File: config.mk
export PLATFORM = sky130hd
export DESIGN_NAME = sid_prep
export DESIGN_NICKNAME = d
export VERILOG_FILES = /design/src/hdl/sid_pkg.sv /design/src/hdl/sid_prep.sv
export SDC_FILE = /design/constraint.sdc
export NUM_CORES = 1
export LEC_CHECK = 0
export BUFFER_PORTS_ARGS = -buffer_cell sky130_fd_sc_hd__buf_2
export CAP_MARGIN = 20
export CORE_MARGIN = 2
export CORE_UTILIZATION = 45
export CTS_CLUSTER_DIAMETER = 40
export CTS_CLUSTER_SIZE = 12
export DETAILED_ROUTE_END_ITERATION = 8
export PLACE_DENSITY = 0.74
export REMOVE_ABC_BUFFERS = 1
export SLEW_MARGIN = 20
export SYNTH_ARGS = -nofsm -noshare
export SYNTH_HDL_FRONTEND = slang
export SYNTH_SLANG_ARGS = --single-unit
File: constraint.sdc
create_clock -name clock -period 2 [get_ports clock]
set_input_delay 0.3 -clock clock [delete_from_list [all_inputs] [get_ports clock]]
set_output_delay 0.3 -clock clock [all_outputs]
set_load 0.02 [all_outputs]
File: src/hdl/sid_pkg.sv
// shared types and constants for the signed integer divider
`timescale 1ns / 1ps

package sid_pkg;

   // operand and quotient width
   localparam int DivWidth = 32;
   // input register, one stage per quotient bit, output register
   localparam int DivLatency = DivWidth + 2;

   typedef logic [DivWidth-1:0] word_type;

   localparam word_type MinValue = {1'b1, {(DivWidth-1){1'b0}}};
   localparam word_type MaxValue = {1'b0, {(DivWidth-1){1'b1}}};
   localparam word_type AllOnes  = {DivWidth{1'b1}};
   localparam word_type ZeroWord = {DivWidth{1'b0}};

   // one item in flight through the divide pipeline
   typedef struct packed {
      logic     valid;
      word_type rem;   // partial remainder
      word_type acc;   // dividend bits still to come, quotient bits shifted in
      word_type den;   // divisor magnitude
      logic     neg;   // quotient is negative
      logic     dbz;   // divisor was zero
      logic     ovf;   // most negative over minus one
   } stage_type;

endpackage

File: src/hdl/sid_prep.sv
// input stage: sign stripping and special case detection
`timescale 1ns / 1ps

module sid_prep (
   input  logic                            clock,
   input  logic                            reset,
   input  logic                            accept,
   input  logic signed [sid_pkg::DivWidth-1:0] dividend,
   input  logic signed [sid_pkg::DivWidth-1:0] divisor,
   output sid_pkg::stage_type              prep_out
);
   import sid_pkg::*;

   stage_type prep_ff;
   stage_type prep_in;
   logic      a_neg;
   logic      b_neg;
   word_type  a_word;
   word_type  b_word;

   // magnitudes, flags and sign of the quotient
   always_comb begin
      a_word = word_type'(dividend);
      b_word = word_type'(divisor);
      a_neg  = a_word[DivWidth-1];
      b_neg  = b_word[DivWidth-1];
      prep_in.valid = accept;
      prep_in.rem   = ZeroWord;
      prep_in.acc   = a_neg ? (ZeroWord - a_word) : a_word;
      prep_in.den   = b_neg ? (ZeroWord - b_word) : b_word;
      prep_in.neg   = a_neg ^ b_neg;
      prep_in.dbz   = (b_word == ZeroWord);
      prep_in.ovf   = (a_word == MinValue) && (b_word == AllOnes);
   end

   // stage register, valid cleared on reset
   always_ff @(posedge clock) begin
      if (reset) begin
         prep_ff <= '0;
      end else begin
         prep_ff <= prep_in;
      end
   end

   assign prep_out = prep_ff;

endmodule

Yosys cells after proc, flatten, opt, wreduce, memory -nomap -nowiden
Cells that the tools add are included.
Widths: inputs -> output; s select.
{"block": "totals", "register_bits": 100, "latch_bits": 0, "ramBits": 0, "rom_bits": 0, "in_bits": 67, "out_inout_bits": 100, "word_cells": 22, "mem_count": 0}
{"block": "op_classes", "addsub": 2, "multipliers": 0, "n_div": 0, "magnitude_cmp": 0, "eq_ne": 2, "shift": 0, "muxes": 2, "bitwise": 3, "reduce_logical": 4}
{"operator": "$eq 32x32->1 const B", "n": 2}
{"operator": "$mux 32", "n": 2}
{"operator": "$sub 1x32->32 const A", "n": 2}
{"operator": "$logic_not 32->1", "n": 1}
{"operator": "$reduce_or 2->1", "n": 2}
{"operator": "$not 1->1", "n": 2}
{"operator": "$logic_and 1x1->1", "n": 1}
{"operator": "$xor 1x1->1", "n": 1}

Depth between registers and ports, before layout
{"block": "logic_depth", "word_depth": 2, "mapped_depth": 7, "depth_no_buf": 7}

Worst setup path after synthesis
OpenSTA, ideal clock, no wires.
{"block": "synth_timing", "path_type": "input to register", "startpoint": "in divisor[1] in the netlist's numbering", "endpoint": "reg prep_ff (netlist bit prep_out[18])", "setup_time_ns": 0.128, "arrival_ns": 1.571, "required_ns": 1.872, "path_slack_ns": 0.301, "stages": 6, "n_path_buf": 1, "path_cell_list": "or3_1 -> nand2b_1 -> buf_2 -> o41ai_2 -> xor2_1 -> nor2_1"}
{"block": "synth_between", "elab_chain_len": 2}
{"element": "start, declared", "line_no": "sid_prep.sv:9", "text": "input logic signed [sid_pkg::DivWidth-1:0] divisor,"}
{"element": "$sub 1x32->32", "line_no": "sid_prep.sv:30", "text": "prep_in.den = b_neg ? (ZeroWord - b_word) : b_word;"}
{"element": "$mux 32", "line_no": "sid_prep.sv:30"}
{"element": "end signal, assigned", "line_no": "sid_prep.sv:41", "text": "prep_ff <= prep_in;"}
{"element": "end, declared", "line_no": "sid_prep.sv:14", "text": "stage_type prep_ff;"}
No other way between the ends.
A chain may end at the register's enable or synchronous reset.

Final worst setup path
{"block": "layout_timing", "startpoint": "in dividend[0] in the netlist's numbering", "endpoint": "reg prep_ff (netlist bit prep_out[53])"}
{"block": "layout_between", "elab_chain_len": 2}
{"element": "start, declared", "line_no": "sid_prep.sv:8", "text": "input logic signed [sid_pkg::DivWidth-1:0] dividend,"}
{"element": "$sub 1x32->32", "line_no": "sid_prep.sv:29", "text": "prep_in.acc = a_neg ? (ZeroWord - a_word) : a_word;"}
{"element": "$mux 32", "line_no": "sid_prep.sv:29"}
No other way between the ends.

==> out/metrics.yaml <==
cts_setup_buffers: 0
multi_input_area_mm2: 0.00185
dpl.hpwl_mm: 6.49
p_per_area_mw_per_mm2: 734
critical-path-max-stage-delay_ns: 0.36
regArea_mm2: 0.00136
clock_sinks: 68
fin_cells: 639
required_ns: 2.21
leakage_nw: 2.03
syn_area_per_cell_um2: 8.75
antennaDiodeCount: 0
num_rows: 31
synth_seq_cells: 68
tightest_slew_ns: 0.532
routedWlPerCell_um: 13.3
cts_tree: "done"
drive_gt1_share_pct: 33.5
cp_num_buf_inv: 3
worstPathCellList: "buf_2 > inv_1 > ha_1 > nor3b_1 > buf_4 > nand3_1 > o41ai_1 > xor2_1 > nor2_1"
start_kind: "input port"
vias_per_cell: 5.05
ys_types: 37
grt_pass1_wl_mm: 13.7
cts.clk_slew.worst_paths_ns: 0.07
nets: 607
wl_met3_um: 745
largest_reg_flops: 68
drtIter0Drc: 100
yosys_warnings: 0
ys_top_cells_by_count: "nor2_1, dfxtp_1, xor2_1, buf_4, o31ai_1"
drtPass1Iterations: 4
grt_max_degree: 33
syn-cell-area_mm2: 0.00345
yosysMostFrequentCell: "nor2_1"
grt_pass1_vias: 2975
grt_overflow: 0
cp.arrival_ns: 1.96
num_vias: 3228
wl_mm: 8.49
peakVddDrop_v: 0.000385
grt_util_all_layers_pct: 20.2
hold_buffers: 0
hp-class: "input port to flip-flop"
area_delta_synth_final_pct: 26.2
initial_utilization_pct: 47.0
synth_edf_count: 0
post-place-cells: 625
cts-root-buf: "clkbuf_8"
antenna_found_initial: 0
hold_viol_final: 0
m1WireLength_mm: 3.67
path_max_fanout: 6
cts_buffers: 9
max_clock_freq_mhz: 574
rsz0062_at_grt: "false"
cp_top_family: "simple AND/OR/NAND/NOR gates"
setup_violations: 0
slowest_stage: "o41ai_1"
io_buffers: 134
syn_inst: 394
cts.path.max_buffers: 2
async_reset_ff_share_pct: 0
yosys.area.top_type: "dfxtp_1"
ctsResizeCount: 0
maxCapViolCount: 0
endpoint: "prep_out[53]"
io_pins: 167
fin_crit_ns: 1.74
slew_viol_final: 0
gp_congestion: 0.869
crit_cells: 9
die_x_um: 91.5
fp.dieArea_mm2: 0.00837
yosys.area.top_type_share_pct: 39.5
dr_wl_met2_mm: 3.96
coreArea_mm2: 0.00733
remaining_drc_errors: 0
ant_nets: 0
synth_seq_area_share_pct: 39.5
htree_num_levels: 3
synth_ff_type: "dfxtp_1"
endpoint_kind: "flip-flop"
ys_top_cells_by_area: "dfxtp_1, xor2_1, nor2_1"
dieHeight_um: 91.5
min_period_over_period_pct: 87.2
top_layer_used: "met4"
critPathKind: "input port to flip-flop"
fillers: 667
crit_path_start: "dividend[0]"
status: "finished clean"
final.setup.tns_ns: 0
slew_headroom_pct: 64.6
[cell type report]
class | instances | share of cell area (%)
tap | 99 | 2.85
clock inverter | 2 | 0.230
inverter | 8 | 0.690
clock buffer | 12 | 3.80
multi-input combinational | 298 | 42.6
sequential | 68 | 31.3
timing repair buffer | 152 | 18.5
[how the worst min path moves through the flow]
stage                    to  startpoint  cells past startpoint  slack (ns)
2_1_floorplan  prep_out[35]       reset                      1        0.37
3_3_place_gp   prep_out[99]      accept                      2        0.52
3_5_place_dp   prep_out[99]      accept                      2        0.52
4_1_cts        prep_out[99]      accept                      2        0.17
5_1_grt        prep_out[99]      accept                      2        0.16
6_report       prep_out[99]      accept                      2        0.18
[power by group]
group	switching (mW)	internal, mW
registers	0.0241	1.46
clock network	0.489	0.534
logic	0.454	0.236
total	0.966	2.23
[cell usage in the layout (no fill, tap or decap), types with 2 or more instances in the layout]
| cell type | instances |
|---|---|
| buf_2 | 134 |
| buf_4 | 18 |
| clkbuf_8 | 12 |
| clkinv_2 | 2 |
| conb_1 | 32 |
| dfxtp_1 | 68 |
| ha_1 | 3 |
| inv_1 | 8 |
| mux2i_1 | 2 |
| nand2_1 | 15 |
| nand2b_1 | 3 |
| nand3_1 | 8 |
| nand3b_1 | 2 |
| nand4_1 | 12 |
| nor2_1 | 71 |
| nor2b_1 | 2 |
| nor3_1 | 9 |
| nor4_1 | 9 |
| nor4_2 | 3 |
| nor4_4 | 2 |
| o21ai_0 | 15 |
| o31ai_1 | 21 |
| o41ai_1 | 13 |
| o41ai_2 | 2 |
| or2_2 | 2 |
| or3_1 | 4 |
| or4_4 | 2 |
| xnor2_1 | 2 |
| xor2_1 | 56 |
[metal layers]
| metal | GRT usage (%) | up-vias |
|---|---|---|
| met2 | 33.9 | 155 |
| met3 | 6.72 | 14 |
| met4 | 6.19 | 0 |
| li1 | - | 1579 |
| met5 | 0 | - |
| met1 | 24.5 | 1480 |
[logic make-up after synthesis]
family | count (synthesis) | synth area share, %
compound gates | 52 | 11.1
xor+xnor | 58 | 14.7
buf+inv | 59 | 10.1
mux | 2 | 0.581
other cells | 1 | 0.109
simple gates | 151 | 22.7
flops | 68 | 39.5
fa+ha+maj | 3 | 1.09
[metrics by stage]
stage                     setup WS, ns  power [mW]  hold slack [ns]  util (%)  cell area, µm²
after floorplan                  0.217        1.89            0.367         -            3240
after global placement          0.0160        2.19            0.516      56.9            4170
after detailed placement       -0.0681        2.20            0.517      56.9            4170
after CTS                        0.286        3.21            0.167      59.3            4350
after global routing            0.0913        3.36            0.163      59.3            4350
final                            0.257        3.19            0.176      59.3            4350
Power figures use the tool's default switching activity.
