**src/hdl/sid_pkg.sv**
```systemverilog
// shared types and constants for the signed integer divider
`timescale 1ns / 1ps

package sid_pkg;

   // operand and quotient width
   localparam int DivWidth = 32;
   // input register, one stage per quotient bit, output register
   localparam int DivLatency = DivWidth + 2;

   typedef logic [DivWidth-1:0] word_type;

   localparam word_type MinValue = {1'b1, {(DivWidth-1){1'b0}}};
   localparam word_type MaxValue = {1'b0, {(DivWidth-1){1'b1}}};
   localparam word_type AllOnes  = {DivWidth{1'b1}};
   localparam word_type ZeroWord = {DivWidth{1'b0}};

   // one item in flight through the divide pipeline
   typedef struct packed {
      logic     valid;
      word_type rem;   // partial remainder
      word_type acc;   // dividend bits still to come, quotient bits shifted in
      word_type den;   // divisor magnitude
      logic     neg;   // quotient is negative
      logic     dbz;   // divisor was zero
      logic     ovf;   // most negative over minus one
   } stage_type;

endpackage

```
**src/hdl/sid_fix.sv**
```systemverilog
// output stage: sign reapplied, special cases substituted
`timescale 1ns / 1ps

module sid_fix (
   input  logic                                clock,
   input  logic                                reset,
   input  sid_pkg::stage_type                  fix_in,
   output logic                                rsp_valid,
   output logic signed [sid_pkg::DivWidth-1:0] rsp_quotient,
   output logic                                rsp_divide_by_zero,
   output logic                                rsp_overflow
);
   import sid_pkg::*;

   logic     valid_ff;
   logic     valid_in;
   word_type quotient_ff;
   word_type quotient_in;
   logic     dbz_ff;
   logic     ovf_ff;

   // final quotient selection
   always_comb begin
      valid_in = fix_in.valid;
      if (fix_in.dbz) begin
         quotient_in = ZeroWord;
      end else if (fix_in.ovf) begin
         quotient_in = MaxValue;
      end else if (fix_in.neg) begin
         quotient_in = ZeroWord - fix_in.acc;
      end else begin
         quotient_in = fix_in.acc;
      end
   end

   // result strobe
   always_ff @(posedge clock) begin
      if (reset) begin
         valid_ff <= 1'b0;
      end else begin
         valid_ff <= valid_in;
      end
   end

   // result payload
   always_ff @(posedge clock) begin
      quotient_ff <= quotient_in;
      dbz_ff      <= fix_in.dbz;
      ovf_ff      <= fix_in.ovf & ~fix_in.dbz;
   end

   assign rsp_valid          = valid_ff;
   assign rsp_quotient       = quotient_ff;
   assign rsp_divide_by_zero = dbz_ff;
   assign rsp_overflow       = ovf_ff;

endmodule

```
**config.mk**
```make
export PLATFORM = sky130hd
export DESIGN_NAME = sid_fix
export DESIGN_NICKNAME = d
export VERILOG_FILES = /design/src/hdl/sid_pkg.sv /design/src/hdl/sid_fix.sv
export SDC_FILE = /design/constraint.sdc
export NUM_CORES = 1
export LEC_CHECK = 0
export ABC_CLOCK_PERIOD_IN_PS = 2000
export BUFFER_PORTS_ARGS = -buffer_cell sky130_fd_sc_hd__buf_4
export CAP_MARGIN = 30
export CORE_UTILIZATION = 42
export DETAILED_ROUTE_END_ITERATION = 10
export PLACE_DENSITY = 0.81
export SYNTH_ARGS = -nofsm -noshare
export SYNTH_HDL_FRONTEND = slang
export SYNTH_SLANG_ARGS = --single-unit
```
**constraint.sdc**
```tcl
create_clock -name clock -period 2 [get_ports clock]
set_input_delay 0.1 -clock clock [delete_from_list [all_inputs] [get_ports clock]]
set_output_delay 0.1 -clock clock [all_outputs]
set_load 0.02 [all_outputs]
```
Word level (Yosys, flattened, before mapping). Index checks and enable logic that the tools add are counted.

$add $sub $neg: 1. Mux-type cells: 2. Bitwise operators: 2. Reduce and logical (&&, ||, !) cells: 1.

Operators with widths (count): $mux 32 (1); $sub 1x32->32 const A (1); $mux 31 (1); $reduce_or 2->1 (1); $and 1x1->1 (1); $not 1->1 (1).

Bits in registers: 35. Input port bits: 102. Word-level logic and storage cells: 11.

Longest topological paths before layout.
Depth after elaboration: 3. Mapped depth: 6. Gate-level depth less buffers: 6.

Worst setup path after synthesis. OpenSTA, ideal clock, no wires.

Path kind: input-to-reg. Start point: in fix_in[59] in the netlist's numbering. End point: reg quotient_ff[30], in the netlist rsp_quotient[30]. Setup time: 0.103 ns. Arrival time: 1.602 ns. Slack: 0.295 ns. Cell stages on the path: 4. Path buffers: 0. Cells stage by stage: or4_4 or4_4 o311a_1 a2111oi_2.

Cells in the longest elaborated chain, start to end: 3.

Ends and longest elaborated chain: start, declared (line sid_fix.sv:7) `input sid_pkg::stage_type fix_in,`; $sub 1x32->32 (line sid_fix.sv:30) `quotient_in = ZeroWord - fix_in.acc;`; $mux 32 (line sid_fix.sv:29) `end else if (fix_in.neg) begin`; $mux 31 (line sid_fix.sv:27) `end else if (fix_in.ovf) begin`; end signal, assigned (line sid_fix.sv:47) `quotient_ff <= quotient_in;`; end, declared (line sid_fix.sv:17) `word_type quotient_ff;`.

Every way passes these cells. A chain may end at the register's enable or synchronous reset.

Final worst setup path.
Start point: in fix_in[46] in the netlist's numbering. End point: reg quotient_ff[26], in the netlist rsp_quotient[26].

Same word-level chain as after synthesis.

==> flow_metrics.env <==
export IMPL_drv_cap=0
export IMPL_antenna_cells=0
export IMPL_pre_cts_slack_ns=0.0734
export IMPL_synthCells=246
export IMPL_yosys_top_cells_area="dfxtp_1 35%, nor3_1 5.5%, nor2_1 5.1%"
export IMPL_final_setup_worst_slack_ns=0.308
export IMPL_final_cell_mix="80 x buf_4, 35 x dfxtp_1, 27 x nor2_1"
export IMPL_finalCritPeriodShare=0.846
export IMPL_core_um2=4470
export IMPL_setup_viol=0
export IMPL_final_common_cell="buf_4"
export IMPL_endpoint_kind="flop"
export IMPL_avgSynthCellArea_um2=8.15
export IMPL_ys_seq_area_frac=0.349
export IMPL_vias=2269
export IMPL_syn_nets=350
export IMPL_outcome="complete, but fails checks"
export IMPL_cts_sinks=35
export IMPL_ios=137
export IMPL_via_per_inst=6.17
export IMPL_globalRouteOverflowTotal=0
export IMPL_tritoncts="done"
export IMPL_worst_ep_required_time_ns=2.14
export IMPL_p_leak_nw=1.08
export IMPL_fillers=399
export IMPL_hp_class="in2reg"
export IMPL_min_period_ns=1.69
export IMPL_seqCellArea_um2=701
export IMPL_die_area_um2=5060
export IMPL_start_util=0.448
export IMPL_layout_nets=419
export IMPL_postRouteAntennaNets=0
export IMPL_final_max_slew_viol_count=0
export IMPL_startpoint_type="input port"
export IMPL_tns_ns=0
export IMPL_multi_input_area_um2=1210
export IMPL_rsz0062_at_grt="no"
export IMPL_dp_cells=359
export IMPL_tightestPinTransition_ns=0.576
export IMPL_synthDistinctLibCells=44
export IMPL_violations="design-rule violations"
export IMPL_slowest_delay_ns=0.47
export IMPL_drt_iter0_drc=296
export IMPL_synth_edf_count=0
export IMPL_place_gp_congestion=0.893
export IMPL_finalHoldViolCount=0
export IMPL_synth_largest_area_cell="dfxtp_1"
export IMPL_p_per_area_nw_per_um2=631
export IMPL_rows=24
export IMPL_synth_area_um2=2010
export IMPL_grt_pass1_vias=1952
export IMPL_synthFlopType="dfxtp_1"
export IMPL_drtPass1Iterations=11
export IMPL_fmaxAchievable_mhz=591
export IMPL_ys_ff_latch=35
export IMPL_synth_top_cell_area_share=0.349
export IMPL_die_x_um=71.1
export IMPL_slew_limit_headroom=0.606
export IMPL_instances_no_fill=368
export IMPL_crit_path_cell_trace="buf_4, nor4_4, nand4_1, o311a_1, a2111oi_0"
export IMPL_worstPathArrival_ns=1.83
export IMPL_ir_drop_mv=0.257
export IMPL_cts_buffers=5
export IMPL_io_buffers=72
export IMPL_clkTransAtPathRegs_ns=0.06
export IMPL_whs_path_depth=2
export IMPL_die_h_um=71.1
export IMPL_cts_htree_levels=2
export IMPL_grt_max_degree=43
export IMPL_clk_path_buf_depth=2
export IMPL_crit_fanout=9
export IMPL_root_buffer="clkbuf_8"
export IMPL_hp_start="fix_in[99]"
export IMPL_hold_end="rsp_valid"
export IMPL_antenna_found_initial=0
export IMPL_final_core_util=0.601
export IMPL_routed_wl_um=5660
export IMPL_async_flop_share=0
export IMPL_wl_per_cell_um=15.4
export IMPL_drive_above_1_share=0.294
export IMPL_ys_warn_count=0
export IMPL_grt_first_pass_wirelength_um=8990
export IMPL_grt_use_total=0.223
export IMPL_route_detailed_drc=2
export IMPL_critPathSlowestCell="nor4_4"
export IMPL_dpl_hpwl_um=3980
export IMPL_worstSetupPathType="in2reg"
export IMPL_syn2layout_area_growth_pct=34.1
==> worst max-delay path by stage <==
| stage | from | to | slack [ns] |
|---|---|---|---|
| 2_1_floorplan | fix_in[59] | rsp_quotient[30] | 0.29 |
| 3_3_place_gp | fix_in[55] | rsp_quotient[25] | 0.1 |
| 3_5_place_dp | fix_in[46] | rsp_quotient[26] | 0.07 |
| 4_1_cts | fix_in[46] | rsp_quotient[26] | 0.33 |
| 5_1_grt | fix_in[46] | rsp_quotient[26] | 0.15 |
| 6_report | fix_in[46] | rsp_quotient[26] | 0.31 |
==> state kept, by name (all words and copies together), names as in the netlist <==
signal,flops
rsp_divide_by_zero,1
rsp_valid,1
rsp_quotient,32
rsp_overflow,1
==> cells by family (layout without fill, tap and decap cells) <==
group	after synthesis	count (layout)	share of synthesized area
adders and majority gates	2	2	0.0125
muxes	1	1	0.00499
buffers and inverters	25	95	0.0480
and+or+nand+nor	118	118	0.337
xor gates and xnor gates	12	12	0.0524
DFF	35	35	0.349
AOI/OAI and AO/OA	53	53	0.196
==> layout make-up <==
cell class                      instances  share of cell area
Timing Repair Buffer                   81               0.227
Inverter                                6             0.00838
Clock inverter                          1             0.00186
Multi-Input combinational cell        186               0.450
Sequential cell                        35               0.261
Clock buffer                            7              0.0284
Tap cell                               52              0.0242
==> per-layer routing <==
metal  routed length, µm  GRT usage
met2                2640      0.358
met3                 450     0.0399
met5                   0          0
met1                2460      0.295
met4                 112     0.0956
==> report_power, final <==
| part | switching (mW) | internal (mW) | total (mW) |
|---|---|---|---|
| Combinational | 0.250 | 0.191 | 0.441 |
| Clock | 0.245 | 0.244 | 0.490 |
| Sequential | 0.0142 | 0.751 | 0.765 |
| Total | 0.510 | 1.19 | 1.70 |
==> synthesized netlist by cell type (2+ instances only) <==
cell type and number:
buf_2 2, ha_1 2, o41ai_1 3, xor2_1 5
nand3_1 4, dfxtp_1 35, or3_1 2, a41oi_1 2
or4_1 8, and3_1 4, nor3b_1 2, nand2_1 10
or4_4 3, nor2b_1 2, nand4_1 7, a31oi_1 3
a211oi_1 4, o2111ai_1 3, clkbuf_1 16, o211a_1 2
o31ai_1 2, a311oi_1 2, a21oi_1 17, nor4_1 15
nor3_1 22, o21ai_0 3, o2111a_1 2, and4_1 3
inv_1 6, o311a_1 4, a2111oi_0 4, nor4b_1 3
nor2_1 27, xnor2_1 7
==> stage by stage <==
step | hold slack [ns] | instance area (µm²) | total power, mW
final | 0.0261 | 2690 | 1.70
after global routing | 0.0341 | 2690 | 1.78
after CTS | 0.0263 | 2690 | 1.70
after detailed placement | 0.258 | 2600 | 1.21
after global placement | 0.256 | 2600 | 1.21
after floorplan | 0.128 | 2010 | 1.01
==> repair_timing <==
item                                    4_1_cts  5_1_grt
hold endpoints to repair                      1        0
endpoints found under the setup margin        0        0
hold buffers                                  1        0
setup buffers                                 0        0
resized for setup                             0        0
==> worst max-delay path, delay by kind of cell <==
family / cells / cell delay, ns
compound gates: 2 / 0.79
simple gates: 2 / 0.81
buf+inv: 1 / 0.13
No activity file was read; power rests on OpenSTA's default activity.
