## src/hdl/sid_pkg.sv

```systemverilog
// shared types and constants for the signed integer divider
`timescale 1ns / 1ps

package sid_pkg;

   // operand and quotient width
   localparam int DivWidth = 32;
   // input register, one stage per quotient bit, output register
   localparam int DivLatency = DivWidth + 2;

   typedef logic [DivWidth-1:0] word_type;

   localparam word_type MinValue = {1'b1, {(DivWidth-1){1'b0}}};
   localparam word_type MaxValue = {1'b0, {(DivWidth-1){1'b1}}};
   localparam word_type AllOnes  = {DivWidth{1'b1}};
   localparam word_type ZeroWord = {DivWidth{1'b0}};

   // one item in flight through the divide pipeline
   typedef struct packed {
      logic     valid;
      word_type rem;   // partial remainder
      word_type acc;   // dividend bits still to come, quotient bits shifted in
      word_type den;   // divisor magnitude
      logic     neg;   // quotient is negative
      logic     dbz;   // divisor was zero
      logic     ovf;   // most negative over minus one
   } stage_type;

endpackage

```

## src/hdl/sid_stage.sv

```systemverilog
// one restoring divide step: produces one quotient bit per stage
`timescale 1ns / 1ps

module sid_stage (
   input  logic               clock,
   input  logic               reset,
   input  sid_pkg::stage_type stage_in_data,
   output sid_pkg::stage_type stage_out_data
);
   import sid_pkg::*;

   stage_type             stage_ff;
   stage_type             stage_in;
   logic [DivWidth:0]     shifted;
   logic [DivWidth+1:0]   diff;
   logic                  take;

   // shift in the next dividend bit and trial subtract
   always_comb begin
      shifted  = {stage_in_data.rem, stage_in_data.acc[DivWidth-1]};
      diff     = {1'b0, shifted} - {2'b00, stage_in_data.den};
      take     = ~diff[DivWidth+1];
      stage_in = stage_in_data;
      stage_in.rem = take ? diff[DivWidth-1:0] : shifted[DivWidth-1:0];
      stage_in.acc = {stage_in_data.acc[DivWidth-2:0], take};
   end

   // stage register
   always_ff @(posedge clock) begin
      if (reset) begin
         stage_ff <= '0;
      end else begin
         stage_ff <= stage_in;
      end
   end

   assign stage_out_data = stage_ff;

endmodule

```

## config.mk

```make
export PLATFORM = sky130hd
export DESIGN_NAME = sid_stage
export DESIGN_NICKNAME = d
export VERILOG_FILES = /design/src/hdl/sid_pkg.sv /design/src/hdl/sid_stage.sv
export SDC_FILE = /design/constraint.sdc
export NUM_CORES = 1
export LEC_CHECK = 0
export BUFFER_PORTS_ARGS = -buffer_cell sky130_fd_sc_hd__buf_2
export CORE_MARGIN = 4
export CORE_UTILIZATION = 36
export CTS_BUF_LIST = sky130_fd_sc_hd__clkbuf_16
export DETAILED_ROUTE_END_ITERATION = 8
export PLACE_DENSITY_LB_ADDON = 0.1
export SYNTH_ARGS = -nofsm -noshare
export SYNTH_HDL_FRONTEND = slang
export SYNTH_SLANG_ARGS = --single-unit
```

## constraint.sdc

```tcl
create_clock -name clock -period 3.9 [get_ports clock]
set_clock_uncertainty 0.15 [all_clocks]
set_input_delay 0.39 -clock clock [delete_from_list [all_inputs] [get_ports clock]]
set_output_delay 0.39 -clock clock [all_outputs]
set_load 0.05 [all_outputs]
```

# Word-level counts from Yosys, hierarchy flattened
# Index checks and enable logic that the tools add are counted.
# totals
reg_bits	100
latchBits	0
ram_bits	0
mem_bits_ro	0
in_bits	102
out_inout_bits	100
mem_count	0
# classes
add_sub_neg	1
mul	0
div_mod_pow	0
magnitude_cmp	0
n_eq_ne	0
shift	0
muxes	1
n_bitwise	1
n_reduce_logical	0
# op_table
operator	n
33-bit by 32-bit subtractor with 34-bit output	1
32-bit 2-to-1 mux	1
1-bit inverter	1

# Depth between registers and ports, before layout
# Gate-level depths: netlist of run 1.
# logic_depth
depth_word	2
mapped_depth	12
depth_no_buf	12

# Worst setup path before layout of run 1
# No wires, ideal clock.
# synth_timing
path_type	input to register
start	input stage_in_data[66] in the netlist's numbering
end	register stage_ff, in the netlist stage_out_data[97]
arrival_ns	2.989
required_ns	3.674
slack_ns	0.686
stages	12
cell_sequence	inv_1 ha_1 inv_1 fa_1 a21o_1 a221o_2 a31o_4 a2111oi_4 o211ai_2 a2111o_1 o311a_1 o22ai_2
# synth_between
elab_chain_len	2
# synth_rtl
element	line_no	source
start, declared	sid_stage.sv:7	input sid_pkg::stage_type stage_in_data,
33-bit by 32-bit subtractor with 34-bit output	sid_stage.sv:21	diff = {1'b0, shifted} - {2'b00, stage_in_data.den};
32-bit 2-to-1 mux	sid_stage.sv:24	stage_in.rem = take ? diff[DivWidth-1:0] : shifted[DivWidth-1:0];
end signal, assigned	sid_stage.sv:33	stage_ff <= stage_in;
end, declared	sid_stage.sv:12	stage_type stage_ff;
# No other way between the ends.
# A chain may end at the register's enable or synchronous reset.

# Worst setup path after layout of run 1
# Same ends and word-level chain as after synthesis.

==> results.txt, run 1 <==
Ports = 202
Worst min path class = input port to flop
Synth Cell Area = 4702 µm²
Flops & latches, synth = 100
Die H = 122.3 µm
Overall global routing resource usage = 17.65%
Root Driver = clkbuf_16
Starting Density = 36.96%
Global-route wire length before repair = 20760 µm
Slew headroom = 34.80%
Final TNS setup = 0 ns
Pwr dens = 475.7 nW/µm²
Post-synthesis cell type count = 55
H-tree levels = 3
Setup violators final = 0
Post-synth ARST share = 0%
Hold Crit Depth = 2
Synth Area in Adders = 8.941%
Crit Path Class = input port to flop
Total grt overflow = 0
Final min period = 3.221 ns
Routed Antenna Nets = 0
Die area = 14950 µm²
Max Cap Viol = 0
Sequential fraction of the synthesis area = 42.58%
Core Rows = 41
Cells traversed along the worst timing path = buf_2 > inv_1 > ha_1 > inv_1 > fa_1 > a21o_1 > a221o_2 > a31o_4 > a2111oi_4 > o211ai_2 > a2111o_1 > o311a_1 > o22ai_2
Largest net degree at the start of global routing = 98
Fillers = 1313
Post-cts hold buffer count = 0
Cell Area, Placed = 5887 µm²
Vias in the first global route = 4187
Share of cells above drive strength 1 = 31.81%
Required time of the critical path = 4.04 ns
Final period util = 82.60%
DR vias = 4262
CTS tree = built
Delay-heaviest family, CP = compound AO/OA/AOI/OAI gates
Reg clk slew, reported paths = 0.08 ns
Post-synthesis compound-gate area fraction = 16.39%
Most frequent CP cell = inv_1
Slew Viols, Final = 0
Crit path DAT = 3.36 ns
Routability Congestion = 0.8267
Wire per inst = 14.90 µm
Run status = complete, no violations
Crit path largest cell delay = 0.45 ns
Endpoints failing hold = 0
DR iter-0 viols = 184
EDFF count, synth = 0
Residual DRC count = 0
Post-Synth XOR/XNOR Area = 4.657%
Top FF cell, synth = dfxtp_1
Routed Wire Length = 13340 µm
Critical path endpoint category = flop
Simple-gate share of the synthesized area = 18.04%
Max reg flops = 100
Area growth from synthesis to layout = 31.96%
Startpoint Class = input port
Post-layout instance area = 6205 µm²
Diode count = 0
Least-Margin Pin Slew = 0.9779 ns
Cts bufs inserted = 9
Core Region = 12720 µm²
Worst-path fanout max = 4
Critical path depth = 13
Synthesized instance count = 524
Avg Cell Area, Syn = 8.973 µm²
TritonCTS Sinks = 100
CTS max path bufs = 2
DP Wirelength = 10560 µm
Largest family of logic cells by synthesized area = simple AND/OR/NAND/NOR gates
Lkg Pwr = 3.197 nW
Via/cell ratio = 4.762
Initial antenna violation count = 0
Router iterations before antenna repair = 4
Worst vdd ir = 255.3 µV
CP max stage cell = a2111oi_4
Syn nets = 659
Die Width = 122.3 µm
CP bufs+invs = 3
Max Freq = 310.4 MHz
RSZ-0062 raised after global routing = no
PostCTS Resize Cnt = 0
IO buf count = 201
Final nets = 853
Post-CTS setup buffers = 0
Ys Warns = 0
Mux contribution to synthesized area = 4.470%
-- power breakdown --
group / total [mW] / internal [mW] / switching, mW
Combinational: 0.890 / 0.282 / 0.608
Clock: 0.938 / 0.514 / 0.424
Sequential: 1.12 / 1.10 / 0.0199
-- placed cells by master (no fill, tap or decap), types with 3 or more instances in the layout --
cell type	count
nand3_1	8
o21bai_1	3
o211ai_1	5
nor3_1	16
dfxtp_1	100
mux2i_1	21
xor2_1	9
buf_2	200
nand2b_1	4
nor2b_1	37
nand2_1	20
a21oi_1	29
clkbuf_16	9
o21ai_0	15
a31oi_1	4
a2111oi_0	3
a21o_1	15
xnor2_1	16
ha_1	32
inv_1	41
a211oi_1	8
nor2_1	73
and3_1	4
and2_1	3
-- cell usage after synthesis, types with 2 or more instances --
| cell type | instances | area (µm²) |
|---|---|---|
| dfxtp_1 | 100 | 2002 |
| nor2_1 | 73 | 274.0 |
| inv_1 | 41 | 153.9 |
| nor2b_1 | 37 | 231.5 |
| ha_1 | 32 | 400.4 |
| a21oi_1 | 29 | 145.1 |
| mux2i_1 | 21 | 210.2 |
| nand2_1 | 20 | 75.07 |
| nor3_1 | 16 | 80.08 |
| xnor2_1 | 16 | 140.1 |
| a21o_1 | 15 | 112.6 |
| o21ai_0 | 15 | 75.07 |
| clkbuf_1 | 14 | 52.55 |
| xor2_1 | 9 | 78.83 |
| a211oi_1 | 8 | 60.06 |
| nand3_1 | 8 | 40.04 |
| o211ai_1 | 5 | 37.54 |
| a31oi_1 | 4 | 25.02 |
| and3_1 | 4 | 25.02 |
| buf_1 | 4 | 15.01 |
| nand2b_1 | 4 | 25.02 |
| a2111oi_0 | 3 | 26.28 |
| and2_1 | 3 | 18.77 |
| o21bai_1 | 3 | 22.52 |
| a21boi_0 | 2 | 15.01 |
| a21o_2 | 2 | 17.52 |
| buf_2 | 2 | 10.01 |
| nand3b_1 | 2 | 15.01 |
| nand4_1 | 2 | 12.51 |
| nand4b_1 | 2 | 17.52 |
| o21a_1 | 2 | 15.01 |
| o31a_1 | 2 | 17.52 |
| or3_1 | 2 | 12.51 |
-- cell type report --
cell class | count | area (µm²) | area share [%]
flip-flops and latches | 100 | 2002 | 32.26
clock inverters | 7 | 92.59 | 1.492
inverters | 41 | 153.9 | 2.480
clock buffers | 9 | 225.2 | 3.630
repair buffers | 203 | 1036 | 16.70
well taps | 172 | 215.2 | 3.468
multi-input cells | 363 | 2480 | 39.97
-- through the flow --
step / power, mW / hold slack [ns] / worst slack, ns / std cells / util (%)
2_1_floorplan: 1.805 / 0.3682 / 0.6859 / 524 / -
3_3_place_gp: 2.036 / 0.4489 / 0.3781 / 879 / 46.27
3_5_place_dp: 2.040 / 0.4517 / 0.3553 / 879 / 46.27
4_1_cts: 2.992 / 0.07600 / 0.7103 / 895 / 48.77
5_1_grt: 3.107 / 0.08310 / 0.5559 / 895 / 48.77
6_report: 2.951 / 0.09315 / 0.6786 / 895 / 48.77
-- cell families (layout without fill, tap and decap cells) --
kind of cell | count (synthesis) | count (layout)
mux | 21 | 21
buf+inv | 61 | 260
simple gates | 176 | 176
xor+xnor | 25 | 25
flops | 100 | 100
compound gates | 108 | 108
fa+ha+maj | 33 | 33
-- per-layer routing --
metal	share of wire (%)	GRT usage (%)	up-vias
met5	0	0	-
met1	44	21.97	1939
met4	1.6	6.578	0
li1	-	-	2174
met3	7.2	4.055	13
met2	47	29.82	136
-- worst paths after layout --
kind,slack [ns],from,endpoint
setup / recovery,0.68,stage_in_data[66],stage_out_data[97]$_SDFF_PP0_
hold / removal,0.09,stage_in_data[62],stage_out_data[63]$_SDFF_PP0_
No activity file was read; power rests on OpenSTA's default activity.
==> run 2, diff against run 1 <==
==> constraint.sdc (replaced) <==
create_clock -name clock -period 3 [get_ports clock]
set_clock_uncertainty 0.15 [all_clocks]
set_input_delay 0.3 -clock clock [delete_from_list [all_inputs] [get_ports clock]]
set_output_delay 0.3 -clock clock [all_outputs]
set_load 0.05 [all_outputs]
==> results.txt, run 2 (synthesis results as in run 1) <==
IO buf count = 201
Least-Margin Pin Slew = 0.7388 ns
Hold_ws = 0.009180 ns
Setup violators final = 0
H-tree levels = 3
Critical path endpoint category = flop
Overall global routing resource usage = 17.78%
Die H = 122.3 µm
DR vias = 4407
Share of cells above drive strength 1 = 34.97%
Cells traversed along the worst timing path = buf_2 > inv_2 > ha_4 > inv_1 > fa_2 > a21o_1 > a221o_2 > a31o_4 > a2111oi_4 > o211ai_2 > a2111o_1 > o311a_1 > o22ai_2
Layout Cells excl Fill = 927
Worst-path fanout max = 3
Final TNS setup = 0 ns
Final min period = 2.918 ns
Most frequent cells in the layout = buf_2, dfxtp_1, nor2_1
Placed cell count = 907
Final Power = 3.823 mW
Crit path DAT = 3.05 ns
Slew headroom = 50.74%
Ports = 202
Pwr dens = 591.8 nW/µm²
Max reg flops = 100
Router iterations before antenna repair = 4
Via/cell ratio = 4.754
Endpoints failing hold = 0
Reg clk slew, reported paths = 0.08 ns
CP max stage cell = a2111oi_4
Crit path largest cell delay = 0.42 ns
Lkg Pwr = 3.343 nW
Slew Viols, Final = 0
Critical path startpoint = stage_in_data[66]
Die area = 14950 µm²
Diode count = 0
Pre-CTS setup slack = -0.3589 ns
CTS max path bufs = 2
Worst min path class = input port to flop
Core Rows = 41
Max Freq = 342.7 MHz
Vias in the first global route = 4378
Worst setup path endpoint = stage_out_data[97]$_SDFF_PP0_
Residual DRC count = 0
Starting Density = 36.96%
Run status = complete, no violations
Final nets = 885
Area growth from synthesis to layout = 37.39%
Most common cell after layout, fill and taps aside = buf_2
CTS tree = built
Total grt overflow = 0
DR iter-0 viols = 221
Setup WS post-layout = 0.08225 ns
Largest net degree at the start of global routing = 73
Routed Antenna Nets = 0
Worst vdd ir = 240.5 µV
Required time of the critical path = 3.13 ns
Crit Path Class = input port to flop
DP Wirelength = 10960 µm
Die Width = 122.3 µm
Routed Wire Length = 13770 µm
Max Cap Viol = 0
Cts bufs inserted = 9
Startpoint Class = input port
Wire per inst = 14.85 µm
Fillers = 1280
Routability Congestion = 0.8078
Core Region = 12720 µm²
Global-route wire length before repair = 21070 µm
Initial antenna violation count = 0
Root Driver = clkbuf_16
Final period util = 97.26%
TritonCTS Sinks = 100
==> run 2: changes by cell type in the layout (fill, tap and decap cells not counted), sizes merged <==
cell and change:
bufinv -1, buf +30, dlygate4sd3 +2, clkinvlp +1
==> run 2: critical path, delay by kind of cell <==
kind            cells  cell delay, ns
fa+ha+maj           2            0.46
buf+inv             3            0.22
compound gates      8            2.07
==> run 2: metrics by stage <==
step	utilization, %	area (µm²)
2_1_floorplan	-	4705
6_report	50.78	6460
3_5_place_dp	48.04	6112
4_1_cts	50.51	6426
5_1_grt	50.78	6460
3_3_place_gp	48.04	6112
==> run 2: worst min-delay path by stage <==
| stage | startpoint | endpoint | slack (ns) | cells past startpoint |
|---|---|---|---|---|
| after global placement | stage_in_data[57] | stage_out_data[58]$_SDFF_PP0_ | 0.36 | 2 |
| after CTS | stage_in_data[54] | stage_out_data[55]$_SDFF_PP0_ | 0.002 | 2 |
| after floorplan | stage_in_data[0] | stage_out_data[0]$_SDFF_PP0_ | 0.28 | 1 |
| after global routing | stage_in_data[59] | stage_out_data[60]$_SDFF_PP0_ | 0.004 | 2 |
| after detailed placement | stage_in_data[55] | stage_out_data[56]$_SDFF_PP0_ | 0.37 | 2 |
| final | stage_in_data[54] | stage_out_data[55]$_SDFF_PP0_ | 0.009 | 2 |
==> run 2: cell type report <==
class	count	area [µm²]	share of cell area [%]
tap	172	215.2	3.331
inverter	41	153.9	2.382
clock inverter	7	68.82	1.065
clock buffer	9	225.2	3.486
multi-input combinational	363	2501	38.72
sequential	100	2002	30.99
timing repair buffer	235	1294	20.03
==> run 2: timing repair <==
action                                 4_1_cts  5_1_grt
pin swaps                                    0        6
hold buffers                                 2        0
setup endpoints to repair                    1        3
setup buffers                                0        2
endpoints found under the hold margin        2        0
gates resized for setup                      1        4
==> run 2: metal layers <==
layer / vias up / global-route usage, % / routed length (µm)
li1: 2236 / - / -
met1: 1995 / 21.12 / 5814
met2: 157 / 31.12 / 6530
met3: 19 / 5.207 / 1180
met4: 0 / 5.108 / 240
met5: - / 0 / 0
==> run 2: power breakdown <==
group          internal [mW]  switching, mW  leakage (nW)  total, mW
Clock                  0.585          0.555         0.143       1.14
Sequential              1.43         0.0266         0.834       1.46
Combinational          0.417          0.805          2.37       1.22
Total                   2.44           1.39          3.34       3.82
==> run 3, diff against run 2 <==
--- a/config.mk
+++ b/config.mk
@@ -9,8 +9,10 @@
 export CORE_MARGIN = 4
 export CORE_UTILIZATION = 36
 export CTS_BUF_LIST = sky130_fd_sc_hd__clkbuf_16
+export CTS_CLUSTER_DIAMETER = 60
 export DETAILED_ROUTE_END_ITERATION = 8
 export PLACE_DENSITY_LB_ADDON = 0.1
+export REMOVE_ABC_BUFFERS = 1
 export SYNTH_ARGS = -nofsm -noshare
 export SYNTH_HDL_FRONTEND = slang
 export SYNTH_SLANG_ARGS = --single-unit
==> results.txt, run 3 (synthesis results as in run 1) <==
Run status = complete, no violations
Global-route wire length before repair = 21030 µm
CTS max path bufs = 2
Cell Area, Placed = 6132 µm²
Worst min path class = input port to flop
Die H = 122.3 µm
Worst-path fanout max = 3
Share of cells above drive strength 1 = 35.30%
Routed Wire Length = 13170 µm
Pre-CTS setup slack = -0.4359 ns
Endpoints failing hold = 0
Via/cell ratio = 4.709
DP Wirelength = 10610 µm
Max reg flops = 100
Pwr dens = 589.0 nW/µm²
Routed Antenna Nets = 0
Initial antenna violation count = 0
Least-Margin Pin Slew = 0.4842 ns
Reg area = 2002 µm²
Hold_ws = 0.01202 ns
IO buf count = 201
Met3 Use GR = 4.286%
Wire per inst = 14.10 µm
Overall global routing resource usage = 17.58%
Die Width = 122.3 µm
Crit path DAT = 3.10 ns
Core Rows = 41
Busiest grt layer = met2
Final period util = 99.26%
Die area = 14950 µm²
Most common cell after layout, fill and taps aside = buf_2
Area growth from synthesis to layout = 39.14%
RSZ-0062 raised after global routing = yes
Max Cap Viol = 0
Worst vdd ir = 266.7 µV
Fillers = 1249
Critical path endpoint category = flop
Setup violators final = 0
Core Region = 12720 µm²
DR iter-0 viols = 207
Routability Congestion = 0.8977
Largest net degree at the start of global routing = 46
Final TNS setup = 0 ns
Root Driver = clkbuf_16
Post-layout instance area = 6543 µm²
Most frequent cells in the layout = buf_2, dfxtp_1, nor2_1
Met1 GRT Util = 22.76%
Max Freq = 335.8 MHz
Util after Layout = 51.43%
Multi-input logic area = 2507 µm²
Hold Crit Endpoint = stage_out_data[50]$_SDFF_PP0_
Vias in the first global route = 4371
Residual DRC count = 0
Ports = 202
Starting Density = 36.96%
Slew Viols, Final = 0
Cts bufs inserted = 9
Lkg Pwr = 3.383 nW
Router iterations before antenna repair = 4
Slew headroom = 67.38%
Startpoint Class = input port
Met2 usage = 28.55%
Reg clk slew, reported paths = 0.07 ns
Crit Path Class = input port to flop
Total grt overflow = 0
Hold Crit Depth = 2
CTS tree = built
Setup WS post-layout = 0.02220 ns
Final nets = 892
Required time of the critical path = 3.12 ns
Final min period = 2.978 ns
Min-delay src = stage_in_data[49]
TritonCTS Sinks = 100
H-tree levels = 3
DR vias = 4398
Diode count = 0
run 3: how the worst max path moves through the flow:
stage,start,end,slack [ns],cells after the start
2_1_floorplan,stage_in_data[26],stage_out_data[95]$_SDFF_PP0_,-1.40,10
3_3_place_gp,stage_in_data[66],stage_out_data[97]$_SDFF_PP0_,-0.38,13
3_5_place_dp,stage_in_data[66],stage_out_data[97]$_SDFF_PP0_,-0.44,13
4_1_cts,stage_in_data[66],stage_out_data[97]$_SDFF_PP0_,0.03,13
5_1_grt,stage_in_data[66],stage_out_data[97]$_SDFF_PP0_,-0.07,13
6_report,stage_in_data[66],stage_out_data[97]$_SDFF_PP0_,0.02,13
run 3: cell type report:
class,count,area share (%)
Clock buffer,9,3.442
Multi-Input combinational cell,363,38.32
Timing Repair Buffer,242,20.85
Clock inverter,7,1.109
Sequential cell,100,30.60
Tap cell,172,3.289
Inverter,41,2.391
run 3: report_power, final:
part	switching, mW	total [mW]	internal, mW	leakage [nW]
sequential	0.0240	1.46	1.43	0.834
combinational	0.801	1.23	0.425	2.40
clock	0.517	1.17	0.651	0.148
run 3: critical path, cell delays in order:
cell       delay (ns)
buf_8            0.10
inv_4            0.05
ha_4             0.13
inv_2            0.04
fa_2             0.35
a21o_1           0.19
a221o_2          0.40
a31o_4           0.24
a2111oi_4        0.46
o211ai_2         0.16
a2111o_1         0.38
o311a_1          0.13
o22ai_2          0.16
run 3: timing repair:
action	in CTS	in global routing
hold endpoints to repair	5	0
setup buffers	1	2
hold buffers	5	0
pin swaps	2	9
resized for setup	2	10
setup endpoints to repair	3	4
run 3: layer usage:
metal	part of all wire [%]	vias to the layer above	wire, µm
met4	1.5	0	194
met1	46	1986	6045
li1	-	2258	-
met5	0	-	0
met3	7.9	13	1035
met2	45	141	5898
run 3: per-stage QoR:
stage	instances	total power, mW
6_report	934	3.853
5_1_grt	934	4.070
4_1_cts	932	3.900
3_5_place_dp	910	2.703
3_3_place_gp	910	2.698
2_1_floorplan	504	2.332
